**config.mk**
```make
export PLATFORM = sky130hd
export DESIGN_NAME = ir_pulse_distance_frame_sender
export DESIGN_NICKNAME = d
export VERILOG_FILES = /design/src/design/irpd_pkg.sv /design/src/design/irpd_cfg.sv /design/src/design/irpd_core.sv /design/src/design/ir_pulse_distance_frame_sender.sv
export VERILOG_INCLUDE_DIRS = /design/src /design/src/design
export SDC_FILE = /design/constraint.sdc
export NUM_CORES = 1
export LEC_CHECK = 0
export ABC_AREA = 0
export ABC_CLOCK_PERIOD_IN_PS = 3830
export BUFFER_PORTS_ARGS = -buffer_cell sky130_fd_sc_hd__buf_2
export CORE_MARGIN = 8
export CORE_UTILIZATION = 25
export DETAILED_ROUTE_END_ITERATION = 8
export PLACE_DENSITY = 0.44
export SLEW_MARGIN = 5
export SYNTH_ARGS = -nofsm -noshare
export SYNTH_HDL_FRONTEND = slang
export SYNTH_SLANG_ARGS = --single-unit
```
**constraint.sdc**
```tcl
create_clock -name clk -period 3.83 [get_ports clk]
set_clock_uncertainty 0.05 [all_clocks]
set_input_delay 0.383 -clock clk [delete_from_list [all_inputs] [get_ports clk]]
set_output_delay 0.383 -clock clk [all_outputs]
set_load 0.01 [all_outputs]
```
**src/design/ir_pulse_distance_frame_sender_assert.svh**
```systemverilog
// Assertion macros for the frame sender RTL, included by irpd_core.
// Expects clk and rst_n in the scope of the including module.
`ifndef IR_PULSE_DISTANCE_FRAME_SENDER_ASSERT_SVH
`define IR_PULSE_DISTANCE_FRAME_SENDER_ASSERT_SVH

// Same-cycle implication, disabled during reset
`define IRPD_ASSERT_IMPL(lbl, ante, cons, msg) \
  lbl: assert property (@(posedge clk) disable iff (!rst_n) (ante) |-> (cons)) \
    else $error(msg);

// Next-cycle implication, disabled during reset
`define IRPD_ASSERT_NEXT(lbl, ante, cons, msg) \
  lbl: assert property (@(posedge clk) disable iff (!rst_n) (ante) |=> (cons)) \
    else $error(msg);

`endif

```
**src/design/irpd_pkg.sv**
```systemverilog
// Package for the pulse-distance IR frame sender: types, widths, constants.
// No dependencies; used by irpd_cfg, irpd_core and the top level.
package irpd_pkg;

  localparam int CNT_W  = 13;
  localparam int TICK_W = 12;
  localparam logic [CNT_W-1:0] CNT_MAX = {CNT_W{1'b1}};
  localparam logic [3:0] MAX_BYTES = 4'd8;

  // Frame phases
  typedef enum logic [1:0] {
    PH_HDR_MARK  = 2'd0,
    PH_HDR_SPACE = 2'd1,
    PH_DATA      = 2'd2,
    PH_STOP      = 2'd3
  } phase_t;

  // Timing and payload settings seen by the frame engine
  typedef struct packed {
    logic [63:0]       payload;
    logic [3:0]        byte_count;
    logic [TICK_W-1:0] header_mark_ticks;
    logic [TICK_W-1:0] header_space_ticks;
    logic [TICK_W-1:0] bit_mark_ticks;
    logic [TICK_W-1:0] one_bit_ticks;
    logic [TICK_W-1:0] zero_bit_ticks;
    logic [TICK_W-1:0] frame_end_ticks;
  } cfg_t;

  // Byte count clamped to 1..MAX_BYTES
  function automatic logic [3:0] bytes_in_frame(input logic [3:0] cnt);
    logic [3:0] n;
    n = cnt;
    if (n < 4'd1) n = 4'd1;
    if (n > MAX_BYTES) n = MAX_BYTES;
    return n;
  endfunction

endpackage

```
**src/design/irpd_cfg.sv**
```systemverilog
// APB-style register file for the frame sender settings.
// Depends on irpd_pkg for cfg_t.
module irpd_cfg (
  input  logic                 clk,
  input  logic                 rst_n,
  input  logic                 psel,
  input  logic                 penable,
  input  logic                 pwrite,
  input  logic [5:0]           paddr,
  input  logic [63:0]          pwdata,
  output logic [63:0]          prdata,
  output logic                 pready,
  output irpd_pkg::cfg_t       cfg
);
  import irpd_pkg::*;

  localparam logic [2:0] REG_PAYLOAD   = 3'd0;
  localparam logic [2:0] REG_BYTE_CNT  = 3'd1;
  localparam logic [2:0] REG_HDR_MARK  = 3'd2;
  localparam logic [2:0] REG_HDR_SPACE = 3'd3;
  localparam logic [2:0] REG_BIT_MARK  = 3'd4;
  localparam logic [2:0] REG_ONE_BIT   = 3'd5;
  localparam logic [2:0] REG_ZERO_BIT  = 3'd6;
  localparam logic [2:0] REG_FRAME_END = 3'd7;

  cfg_t       cfg_r;
  logic       wr_en;
  logic [2:0] reg_idx;

  assign pready  = 1'b1;
  assign reg_idx = paddr[5:3];
  assign wr_en   = psel & penable & pwrite & pready;

  // Register writes; reset loads the default frame timing, byte count and a zero payload
  always_ff @(posedge clk) begin
    if (!rst_n) begin
      cfg_r.payload            <= 64'd0;
      cfg_r.byte_count         <= 4'd8;
      cfg_r.header_mark_ticks  <= 12'd345;
      cfg_r.header_space_ticks <= 12'd173;
      cfg_r.bit_mark_ticks     <= 12'd21;
      cfg_r.one_bit_ticks      <= 12'd86;
      cfg_r.zero_bit_ticks     <= 12'd43;
      cfg_r.frame_end_ticks    <= 12'd3000;
    end else if (wr_en) begin
      case (reg_idx)
        REG_PAYLOAD:   cfg_r.payload            <= pwdata;
        REG_BYTE_CNT:  cfg_r.byte_count         <= pwdata[3:0];
        REG_HDR_MARK:  cfg_r.header_mark_ticks  <= pwdata[TICK_W-1:0];
        REG_HDR_SPACE: cfg_r.header_space_ticks <= pwdata[TICK_W-1:0];
        REG_BIT_MARK:  cfg_r.bit_mark_ticks     <= pwdata[TICK_W-1:0];
        REG_ONE_BIT:   cfg_r.one_bit_ticks      <= pwdata[TICK_W-1:0];
        REG_ZERO_BIT:  cfg_r.zero_bit_ticks     <= pwdata[TICK_W-1:0];
        REG_FRAME_END: cfg_r.frame_end_ticks    <= pwdata[TICK_W-1:0];
        default: ;
      endcase
    end
  end

  // Read-back mux
  always_comb begin
    case (reg_idx)
      REG_PAYLOAD:   prdata = cfg_r.payload;
      REG_BYTE_CNT:  prdata = {60'd0, cfg_r.byte_count};
      REG_HDR_MARK:  prdata = {52'd0, cfg_r.header_mark_ticks};
      REG_HDR_SPACE: prdata = {52'd0, cfg_r.header_space_ticks};
      REG_BIT_MARK:  prdata = {52'd0, cfg_r.bit_mark_ticks};
      REG_ONE_BIT:   prdata = {52'd0, cfg_r.one_bit_ticks};
      REG_ZERO_BIT:  prdata = {52'd0, cfg_r.zero_bit_ticks};
      REG_FRAME_END: prdata = {52'd0, cfg_r.frame_end_ticks};
      default:       prdata = 64'd0;
    endcase
  end

  assign cfg = cfg_r;

endmodule

```
**src/design/irpd_core.sv**
```systemverilog
// Frame engine: phase sequencer, tick counter, bit/byte tracking, carrier gate.
// Depends on irpd_pkg and the assertion macro header.
module irpd_core (
  input  logic               clk,
  input  logic               rst_n,
  input  logic               step,
  input  irpd_pkg::cfg_t     cfg,
  output logic               carrier_on,
  output irpd_pkg::phase_t   phase,
  output logic [2:0]         byte_position,
  output logic [2:0]         bit_position
);
  import irpd_pkg::*;
  `include "ir_pulse_distance_frame_sender_assert.svh"

  phase_t           phase_r, phase_nxt;
  logic [CNT_W-1:0] cnt_r, cnt_nxt;
  logic [7:0]       shift_r, shift_nxt;
  logic [2:0]       bits_r, bits_nxt;
  logic [2:0]       byte_r, byte_nxt;
  logic             gate_r, gate_nxt;

  logic [CNT_W-1:0] cnt_inc;
  logic [7:0]       cur_byte;
  logic [7:0]       shift_cur;
  logic [CNT_W-1:0] limit;
  logic [CNT_W-1:0] hm, hs, bm, fe;
  logic             in_mark;
  logic             past_limit;
  logic             bit_done;
  logic             last_byte;
  logic [3:0]       byte_inc;

  // Shared arithmetic for this tick
  assign cnt_inc    = (cnt_r != CNT_MAX) ? cnt_r + 1'b1 : cnt_r;
  assign hm         = {1'b0, cfg.header_mark_ticks};
  assign hs         = {1'b0, cfg.header_space_ticks};
  assign bm         = {1'b0, cfg.bit_mark_ticks};
  assign fe         = {1'b0, cfg.frame_end_ticks};
  assign cur_byte   = cfg.payload[{~byte_r, 3'b000} +: 8];
  assign shift_cur  = (bits_r == 3'd0) ? cur_byte : shift_r;
  assign limit      = shift_cur[7] ? {1'b0, cfg.one_bit_ticks} : {1'b0, cfg.zero_bit_ticks};
  assign in_mark    = cnt_inc < bm;
  assign past_limit = cnt_inc > limit;
  assign byte_inc   = {1'b0, byte_r} + 4'd1;
  assign last_byte  = byte_inc >= bytes_in_frame(cfg.byte_count);

  // Next phase and tick counter
  always_comb begin
    phase_nxt = phase_r;
    cnt_nxt   = cnt_r;
    bit_done  = 1'b0;
    if (step) begin
      cnt_nxt = cnt_inc;
      case (phase_r)
        PH_HDR_MARK: begin
          if (cnt_inc >= hm) begin
            phase_nxt = PH_HDR_SPACE;
            cnt_nxt   = '0;
          end
        end
        PH_HDR_SPACE: begin
          if (cnt_inc >= hs) begin
            phase_nxt = PH_DATA;
            cnt_nxt   = '0;
          end
        end
        PH_DATA: begin
          if (!in_mark && past_limit) begin
            bit_done = 1'b1;
            cnt_nxt  = '0;
            if (bits_r == 3'd7 && last_byte) phase_nxt = PH_STOP;
          end
        end
        PH_STOP: begin
          if (!in_mark && cnt_inc >= fe) begin
            phase_nxt = PH_HDR_MARK;
            cnt_nxt   = '0;
          end
        end
        default: ;
      endcase
    end
  end

  // Data bit shifting and position tracking
  always_comb begin
    shift_nxt = shift_r;
    bits_nxt  = bits_r;
    byte_nxt  = byte_r;
    if (step && phase_r == PH_DATA) begin
      shift_nxt = shift_cur;
      if (bit_done) begin
        shift_nxt = {shift_cur[6:0], 1'b0};
        bits_nxt  = bits_r + 3'd1;
        if (bits_r == 3'd7) byte_nxt = last_byte ? 3'd0 : byte_inc[2:0];
      end
    end
  end

  // Carrier gate; holds on the tick that finishes a bit or the gap
  always_comb begin
    gate_nxt = gate_r;
    if (step) begin
      case (phase_r)
        PH_HDR_MARK:  gate_nxt = 1'b1;
        PH_HDR_SPACE: gate_nxt = 1'b0;
        PH_DATA: begin
          if (in_mark)          gate_nxt = 1'b1;
          else if (!past_limit) gate_nxt = 1'b0;
        end
        PH_STOP: begin
          if (in_mark)       gate_nxt = 1'b1;
          else if (cnt_inc < fe) gate_nxt = 1'b0;
        end
        default: ;
      endcase
    end
  end

  // Frame state registers
  always_ff @(posedge clk) begin
    if (!rst_n) begin
      phase_r <= PH_HDR_MARK;
      cnt_r   <= '0;
      shift_r <= 8'd0;
      bits_r  <= 3'd0;
      byte_r  <= 3'd0;
      gate_r  <= 1'b1;
    end else begin
      phase_r <= phase_nxt;
      cnt_r   <= cnt_nxt;
      shift_r <= shift_nxt;
      bits_r  <= bits_nxt;
      byte_r  <= byte_nxt;
      gate_r  <= gate_nxt;
    end
  end

  assign carrier_on    = gate_r;
  assign phase         = phase_r;
  assign byte_position = byte_r;
  assign bit_position  = bits_r;

  `IRPD_ASSERT_NEXT(a_hold_without_step, !step, $stable(phase_r) && $stable(cnt_r) && $stable(gate_r) && $stable(bits_r) && $stable(byte_r), "state changed without a tick")
  `IRPD_ASSERT_IMPL(a_bits_only_in_data, bits_r != 3'd0, phase_r == PH_DATA, "partial byte outside data phase")
  `IRPD_ASSERT_IMPL(a_data_exit_to_stop, phase_r == PH_DATA && phase_nxt != PH_DATA, phase_nxt == PH_STOP && bits_nxt == 3'd0 && byte_nxt == 3'd0, "bad exit from data phase")
  `IRPD_ASSERT_IMPL(a_phase_change_clears_cnt, phase_nxt != phase_r, cnt_nxt == '0, "counter not cleared on phase change")

endmodule

```
**src/design/ir_pulse_distance_frame_sender.sv**
```systemverilog
// Pulse-distance IR frame sender: items with a tick flag in, one status item out per item.
// The input stage registers the accepted item; the state registers update when it advances.
// Throughput: one item per clock unless stalled; the state update is one pass of compares.
// The frame state registers double as the result register; a stalled result holds them.
// Reset (rst_n low, synchronous): header-mark phase, carrier on, counters zero,
// settings at their defaults; no clearing pass.
module ir_pulse_distance_frame_sender (
  input  logic        clk,
  input  logic        rst_n,
  // input item stream
  input  logic        in_tvalid,
  output logic        in_tready,
  input  logic [7:0]  in_tdata,   // [0] tick, [7:1] zero
  // result item stream
  output logic        out_tvalid,
  input  logic        out_tready,
  output logic [15:0] out_tdata,  // [0] carrier_on, [2:1] phase, [5:3] byte_position,
                                  // [8:6] bit_position, [15:9] zero
  // settings port
  input  logic        cfg_psel,
  input  logic        cfg_penable,
  input  logic        cfg_pwrite,
  input  logic [5:0]  cfg_paddr,
  input  logic [63:0] cfg_pwdata,
  output logic [63:0] cfg_prdata,
  output logic        cfg_pready
);
  import irpd_pkg::*;

  cfg_t   cfg;
  logic   stg_vld_r, stg_vld_nxt;
  logic   stg_tick_r;
  logic   out_vld_r, out_vld_nxt;
  logic   in_acc;
  logic   advance;
  logic   carrier_on;
  phase_t phase;
  logic [2:0] byte_position;
  logic [2:0] bit_position;

  irpd_cfg u_cfg (
    .clk     (clk),
    .rst_n   (rst_n),
    .psel    (cfg_psel),
    .penable (cfg_penable),
    .pwrite  (cfg_pwrite),
    .paddr   (cfg_paddr),
    .pwdata  (cfg_pwdata),
    .prdata  (cfg_prdata),
    .pready  (cfg_pready),
    .cfg     (cfg)
  );

  // Handshake: the staged item advances when the result slot is free or drains
  assign advance   = stg_vld_r & (~out_vld_r | out_tready);
  assign in_tready = ~stg_vld_r | advance;
  assign in_acc    = in_tvalid & in_tready;

  always_comb begin
    stg_vld_nxt = stg_vld_r;
    if (in_acc)       stg_vld_nxt = 1'b1;
    else if (advance) stg_vld_nxt = 1'b0;
    out_vld_nxt = out_vld_r;
    if (advance)         out_vld_nxt = 1'b1;
    else if (out_tready) out_vld_nxt = 1'b0;
  end

  always_ff @(posedge clk) begin
    if (!rst_n) begin
      stg_vld_r <= 1'b0;
      out_vld_r <= 1'b0;
    end else begin
      stg_vld_r <= stg_vld_nxt;
      out_vld_r <= out_vld_nxt;
    end
  end

  // Input item register
  always_ff @(posedge clk) begin
    if (in_acc) stg_tick_r <= in_tdata[0];
  end

  irpd_core u_core (
    .clk           (clk),
    .rst_n         (rst_n),
    .step          (advance & stg_tick_r),
    .cfg           (cfg),
    .carrier_on    (carrier_on),
    .phase         (phase),
    .byte_position (byte_position),
    .bit_position  (bit_position)
  );

  assign out_tvalid = out_vld_r;
  assign out_tdata  = {7'd0, bit_position, byte_position, phase, carrier_on};

endmodule
```
Word level (Yosys, flattened, before mapping)
Cells that the tools add are included.
{"block": "totals", "ff_bits": 173, "input_bits": 85, "output_inout_bits": 83, "elab_cells": 112}
{"block": "classes", "addsub": 3, "n_lt_le_gt_ge": 9, "n_eq_ne": 19, "n_shift": 1, "n_mux": 31, "n_bitwise": 10, "reduce_logical": 22}
{"op": "$pmux 64 s8", "count": 1}
{"op": "$mux 13", "count": 5}
{"op": "$shiftx 64x7->8", "count": 1}
{"op": "$pmux 13 s4", "count": 1}
{"op": "$ge 13x12->1", "count": 3}
{"op": "$lt 13x12->1", "count": 2}
{"op": "$reduce_and 2->1", "count": 9}
{"op": "$mux 8", "count": 2}
{"op": "$eq 3x3->1 const B", "count": 5}
{"op": "$add 13x1->13 const B", "count": 1}
{"op": "$gt 13x13->1", "count": 1}
{"op": "$ne 13x13->1 const B", "count": 1}
{"op": "$mux 12", "count": 1}
{"op": "$mux 1", "count": 11}
{"op": "$mux 2", "count": 5}
{"op": "$ne 2x1->1 const B", "count": 5}
{"op": "$mux 4", "count": 2}
{"op": "$pmux 2 s4", "count": 1}
{"op": "$eq 3x2->1 const B", "count": 2}
{"op": "$logic_not 3->1", "count": 2}
{"op": "$reduce_and 3->1", "count": 2}
{"op": "$reduce_and 6->1", "count": 1}
{"op": "$and 1x1->1", "count": 5}
{"op": "$add 3x1->4 const B", "count": 1}
{"op": "other kinds (18)", "count": 25}

Logic depth before layout (Yosys ltp)
{"block": "logic_depth", "depth_word": 10, "ltp_mapped": 20}

Hierarchy
A second synthesis with hierarchy kept.
{"block": "unflattened", "hier_cells": 1285, "area_unflattened_um2": 10670.2}
{"mod": "irpd_cfg", "n_inst": 1, "cells_per_inst": 787, "area_per_inst_um2": 6413.7, "seq_area_each_um2": 2802.7}
{"mod": "irpd_core", "n_inst": 1, "cells_per_inst": 478, "area_per_inst_um2": 4055.1, "seq_area_each_um2": 600.6}
{"mod": "ir_pulse_distance_frame_sender", "n_inst": 1, "cells_per_inst": 20, "area_per_inst_um2": 201.4, "seq_area_each_um2": 70.1}

Worst setup path before layout
Ideal clock, no wire load.
{"block": "synth_timing", "path_kind": "flip-flop to flip-flop", "from": "reg u_core.cnt_r[0]", "to": "reg u_core.shift_r[7]", "t_arrival_ps": 3693, "required_ps": 3694, "slack_ps": 2, "stages_incl_launch_ff": 18, "n_path_buf": 1, "synth_period_minus_slack_ps": 3828, "cell_sequence": "dfxtp_1 -> ha_1 -> and3_1 -> clkbuf_1 -> nand4_1 -> nand3_1 -> inv_1 -> and3_1 -> xnor2_1 -> inv_1 -> ha_1 -> o2111a_1 -> o311ai_0 -> a21o_1 -> a41o_2 -> nor2_4 -> mux2_2 -> a211oi_1"}
{"block": "synth_via", "elab_chain_cells": 9, "word_cells_on_any_way": 11, "classes_between": "1 x add/sub; 2 x order compare; 1 x eq/ne; 5 x mux; 2 x reduce/logical"}
{"item": "start, declared", "line": "irpd_core.sv:17", "source": "logic [CNT_W-1:0] cnt_r, cnt_nxt;"}
{"item": "start signal, assigned", "line": "irpd_core.sv:132", "source": "cnt_r <= cnt_nxt;"}
{"item": "$add 13x1->13 or $ne 13x13->1 (tied branches)", "line": "irpd_core.sv:35", "source": "assign cnt_inc = (cnt_r != CNT_MAX) ? cnt_r + 1'b1 : cnt_r;"}
{"item": "$mux 13 *", "line": "irpd_core.sv:35"}
{"item": "$lt 13x12->1", "line": "irpd_core.sv:43", "source": "assign in_mark = cnt_inc < bm;"}
{"item": "$logic_not 1->1", "line": "irpd_core.sv:69", "source": "if (!in_mark && past_limit) begin"}
{"item": "$logic_and 1x1->1 *", "line": "irpd_core.sv:69"}
{"item": "$mux 1 *", "line": "irpd_core.sv:69"}
{"item": "$mux 1 *", "line": "irpd_core.sv:55", "source": "case (phase_r)"}
{"item": "$mux 1 *", "line": "irpd_core.sv:53", "source": "if (step) begin"}
{"item": "$mux 8 *", "line": "irpd_core.sv:93", "source": "if (bit_done) begin"}
{"item": "end signal, assigned", "line": "irpd_core.sv:133", "source": "shift_r <= shift_nxt;"}
{"item": "end, declared", "line": "irpd_core.sv:18", "source": "logic [7:0] shift_r, shift_nxt;"}
Every way passes the cells marked *; elsewhere a longest branch is shown, timed or not.
A chain may end at the register's enable or synchronous reset.

Worst setup path in the final report
{"block": "layout_timing", "from": "reg u_core.byte_r[0] (netlist: u_core.byte_position[0])", "to": "reg u_core.cnt_r[7]"}
{"block": "layout_via", "elab_chain_cells": 8}
{"item": "start, declared", "line": "irpd_core.sv:20", "source": "logic [2:0] byte_r, byte_nxt;"}
{"item": "start signal, assigned", "line": "irpd_core.sv:135", "source": "byte_r <= byte_nxt;"}
{"item": "$not 3->3", "line": "irpd_core.sv:40", "source": "assign cur_byte = cfg.payload[{~byte_r, 3'b000} +: 8];"}
{"item": "$shiftx 64x7->8", "line": "irpd_core.sv:40"}
{"item": "$mux 8", "line": "irpd_core.sv:41", "source": "assign shift_cur = (bits_r == 3'd0) ? cur_byte : shift_r;"}
{"item": "$mux 12", "line": "irpd_core.sv:42", "source": "assign limit = shift_cur[7] ? {1'b0, cfg.one_bit_ticks} : {1'b0, cfg.zero_bit_ticks};"}
{"item": "$gt 13x13->1", "line": "irpd_core.sv:44", "source": "assign past_limit = cnt_inc > limit;"}
{"item": "$logic_and 1x1->1", "line": "irpd_core.sv:69"}
{"item": "$mux 13", "line": "irpd_core.sv:69"}
{"item": "$pmux 13 s4", "line": "irpd_core.sv:55"}
Every way passes these cells.

==> metrics <==
status complete, no violations; Max-cap violations 0; Die Wd 217.5 um; CTS clk-pin slew, worst paths 0.07 ns; CP top delay family compound AO/OA/AOI/OAI gates; Metal-1 WL 18,270 um; synth warn 0; DRC errors left 0; CTS tree built; met3 wire length 2368 um; Area growth, synth to finish 25.62%; top_reg_cell synth dfxtp_1; post-synthesis sequential element count 173; clk sink count 173; dpl hpwl 28,390 um; ANT nets after route 0; WL final 38,920 um; peak supply drop 307.2 uV; gr ovfl total 0; Cell Rows 74; Worst Tran Pin Value 0.9504 ns; clock root buffer clkbuf_16; first-pass GRT wire length 58,260 um; metal2 WL 17,820 um; Initial Utilization 25.09%; Slowest Stage Delay on Critical Path 0.52 ns; iteration-0 DRC count of the detailed router 620; Crit Path Max Fanout 9; unique cell type count in the Yosys netlist 76; number of flops mapped to enable cells by yosys 1; crit start category flop; Avg Inst Size Synth 7.840 um^2; die area 47,310 um^2; slowest CP cell mux4_2; PnR worst setup slack 0.08734 ns; worst slack at placement -0.1480 ns; Clock Latency Late Sink 0.46 ns; Period minus WS final 3.743 ns; Setup violations, final 0; via count 9,708; Max Used Layer met4; Crit path required time 4.17 ns; Port Buffer Count 149; asr flop ratio synth 0%; Slew Viols, Final 0; Crit. End Element flop; RePlAce Congestion 0.8043; per-cell routed wire length 19.35 um; largest net degree at the start of global routing 65; clk buf depth 2; Hold WC Path Type in2reg; critical path class reg2reg; CP bufs+invs 2; fraction of layout cells with a size suffix above 1 23.94%; H-tree depth 4; WHS 0.06575 ns; RSZ-0062 raised after global routing yes; Leak Pwr 5.319 nW; Tcrit/Tclk final 97.72%; nets 1,604; total CTS buffers 17; pwr/cell area 310.4 nW/um^2; vias in the first global route 9,545; drt pass-1 iters 5; Ports 168; diode count 0; final hold viol count 0; GR Util All Layers 15.95%; CP cell instances mux2i_1 > mux4_2 > o21a_1 > buf_12 > mux2i_1 > ha_4 > nand2_1 > a211o_1 > nor4_4 > a41o_4 > o21ai_2 > a221o_2 > clkbuf_16 > o21ai_2; sequential area share after synthesis 34.21%; vias per cell 4.827; Post-Syn Area 10,150 um^2; height of the die 217.5 um; initial antenna violation count 0; core area 40,460 um^2; Worst EP arrival 4.08 ns; relative max-transition margin 36.41%; Cells after Synth 1,295; Max Freq 267.2 MHz
## synthesized netlist by cell type (3+ instances only)
| master | instances | area, um^2 |
|---|---|---|
| nand2_1 | 329 | 1235 |
| dfxtp_1 | 172 | 3443 |
| a21oi_1 | 128 | 640.6 |
| clkbuf_1 | 68 | 255.2 |
| inv_1 | 62 | 232.7 |
| nor2_1 | 60 | 225.2 |
| and2_1 | 59 | 369.1 |
| ha_1 | 53 | 663.1 |
| mux2i_1 | 42 | 420.4 |
| nand3_1 | 36 | 180.2 |
| o21ai_0 | 35 | 175.2 |
| o211ai_1 | 29 | 217.7 |
| mux4_2 | 21 | 473.0 |
| xnor2_1 | 15 | 131.4 |
| a221oi_1 | 13 | 113.9 |
| and3_1 | 12 | 75.07 |
| o21ai_2 | 10 | 87.58 |
| buf_4 | 9 | 67.56 |
| maj3_1 | 9 | 90.09 |
| nand4_1 | 9 | 56.30 |
| a21o_1 | 7 | 52.55 |
| a211oi_1 | 6 | 45.04 |
| buf_1 | 6 | 22.52 |
| mux2_2 | 6 | 67.56 |
| nor2b_1 | 6 | 37.54 |
| nand2b_1 | 5 | 31.28 |
| nor3_1 | 5 | 25.02 |
| a31oi_1 | 4 | 25.02 |
| nor3b_1 | 4 | 30.03 |
| o21a_1 | 4 | 30.03 |
| or3_1 | 4 | 25.02 |
| a21boi_0 | 3 | 22.52 |
| and4_1 | 3 | 26.28 |
| buf_2 | 3 | 15.01 |
| buf_6 | 3 | 33.78 |
| o2111ai_1 | 3 | 26.28 |
| xor2_1 | 3 | 26.28 |
## power breakdown
| part | leakage, nW | internal (mW) | switching (mW) | total, mW |
|---|---|---|---|---|
| Clock | 0.284 | 0.994 | 0.839 | 1.83 |
| Combinational | 3.63 | 0.102 | 0.196 | 0.297 |
| Sequential | 1.40 | 1.81 | 0.0130 | 1.83 |
## area by class of cell
type | instances | area, um^2
Fill cell | 4356 | 27710
Multi-Input combinational cell | 975 | 6311
Sequential cell | 173 | 3480
Timing Repair Buffer | 235 | 1459
Tap cell | 532 | 665.6
Clock buffer | 19 | 442.9
Inverter | 64 | 241.5
Clock inverter | 13 | 153.9
## stage by stage
step | area (um^2) | utilization, % | instances | power [mW] | setup TNS (ns)
floorplan | 10170 | - | 1301 | 2.025 | 0
global placement | 11850 | 29.30 | 1971 | 2.161 | -0.9099
detailed placement | 11850 | 29.30 | 1971 | 2.162 | -1.474
CTS | 12520 | 30.95 | 2006 | 4.001 | 0
global route | 12750 | 31.52 | 2011 | 4.105 | -0.3832
finish | 12750 | 31.52 | 2011 | 3.958 | 0
## state kept, by name (all words and copies together) (netlist names)
signal and cells:
u_core.bit_position 3, u_core.cnt_r 13, u_core.phase 2, u_core.byte_position 3, out_tvalid 1, u_core.shift_r 8, u_cfg.cfg 140, u_core.carrier_on 1
stg_tick_r 1, stg_vld_r 1
## repair_timing
action | 4_1_cts | 5_1_grt
resized for setup | 11 | 38
setup buffers | 3 | 5
hold buffers | 0 | 0
pin swaps | 3 | 10
cloned | 0 | 1
endpoints found under the setup margin | 15 | 28
## per-layer routing
layer,vias to the layer above,track usage (%)
met3,29,3.648
met4,0,3.697
met1,4648,21.66
met5,-,0
li1,4781,-
met2,250,25.37
## placed cells by master (no fill, tap or decap), drive strengths merged, types with 6 or more instances in the layout
cell,n
nand2,329
buf,234
dfxtp,172
a21oi,128
inv,68
nor2,61
and2,59
ha,53
o21ai,46
mux2i,44
nand3,36
o211ai,29
mux4,21
clkbuf,20
xnor2,15
a221oi,13
and3,12
nand4,10
maj3,9
conb,8
a21o,7
nor2b,6
mux2,6
a211oi,6
## worst paths after layout
check | startpoint | end | slack, ns | depth (start not counted)
worst max-delay path | u_core.byte_position[0]$_SDFFE_PN0P_ | u_core.cnt_r[7]$_SDFFE_PN0P_ | 0.09 | 14
worst min-delay path | in_tdata[0] | stg_tick_r$_DFFE_PP_ | 0.07 | 1
worst max register to register | u_core.byte_position[0]$_SDFFE_PN0P_ | u_core.cnt_r[7]$_SDFFE_PN0P_ | 0.09 | 14
worst min register to register | u_cfg.cfg[43]$_SDFFE_PN0P_ | u_cfg.cfg[43]$_SDFFE_PN0P_ | 0.41 | 2
## kinds of logic after synthesis
| kind of cell | after synthesis | share of synthesized area, % |
|---|---|---|
| AO/OA/AOI/OAI | 276 | 17.13 |
| XOR/XNOR | 18 | 1.553 |
| adder cells (fa/ha/maj) | 62 | 7.419 |
| buffers and inverters | 153 | 6.248 |
| flip-flops | 173 | 34.21 |
| multiplexers | 71 | 9.822 |
| other | 2 | 0.07397 |
| AND/OR/NAND/NOR | 540 | 23.54 |
No activity file was read; power rests on OpenSTA's default activity.
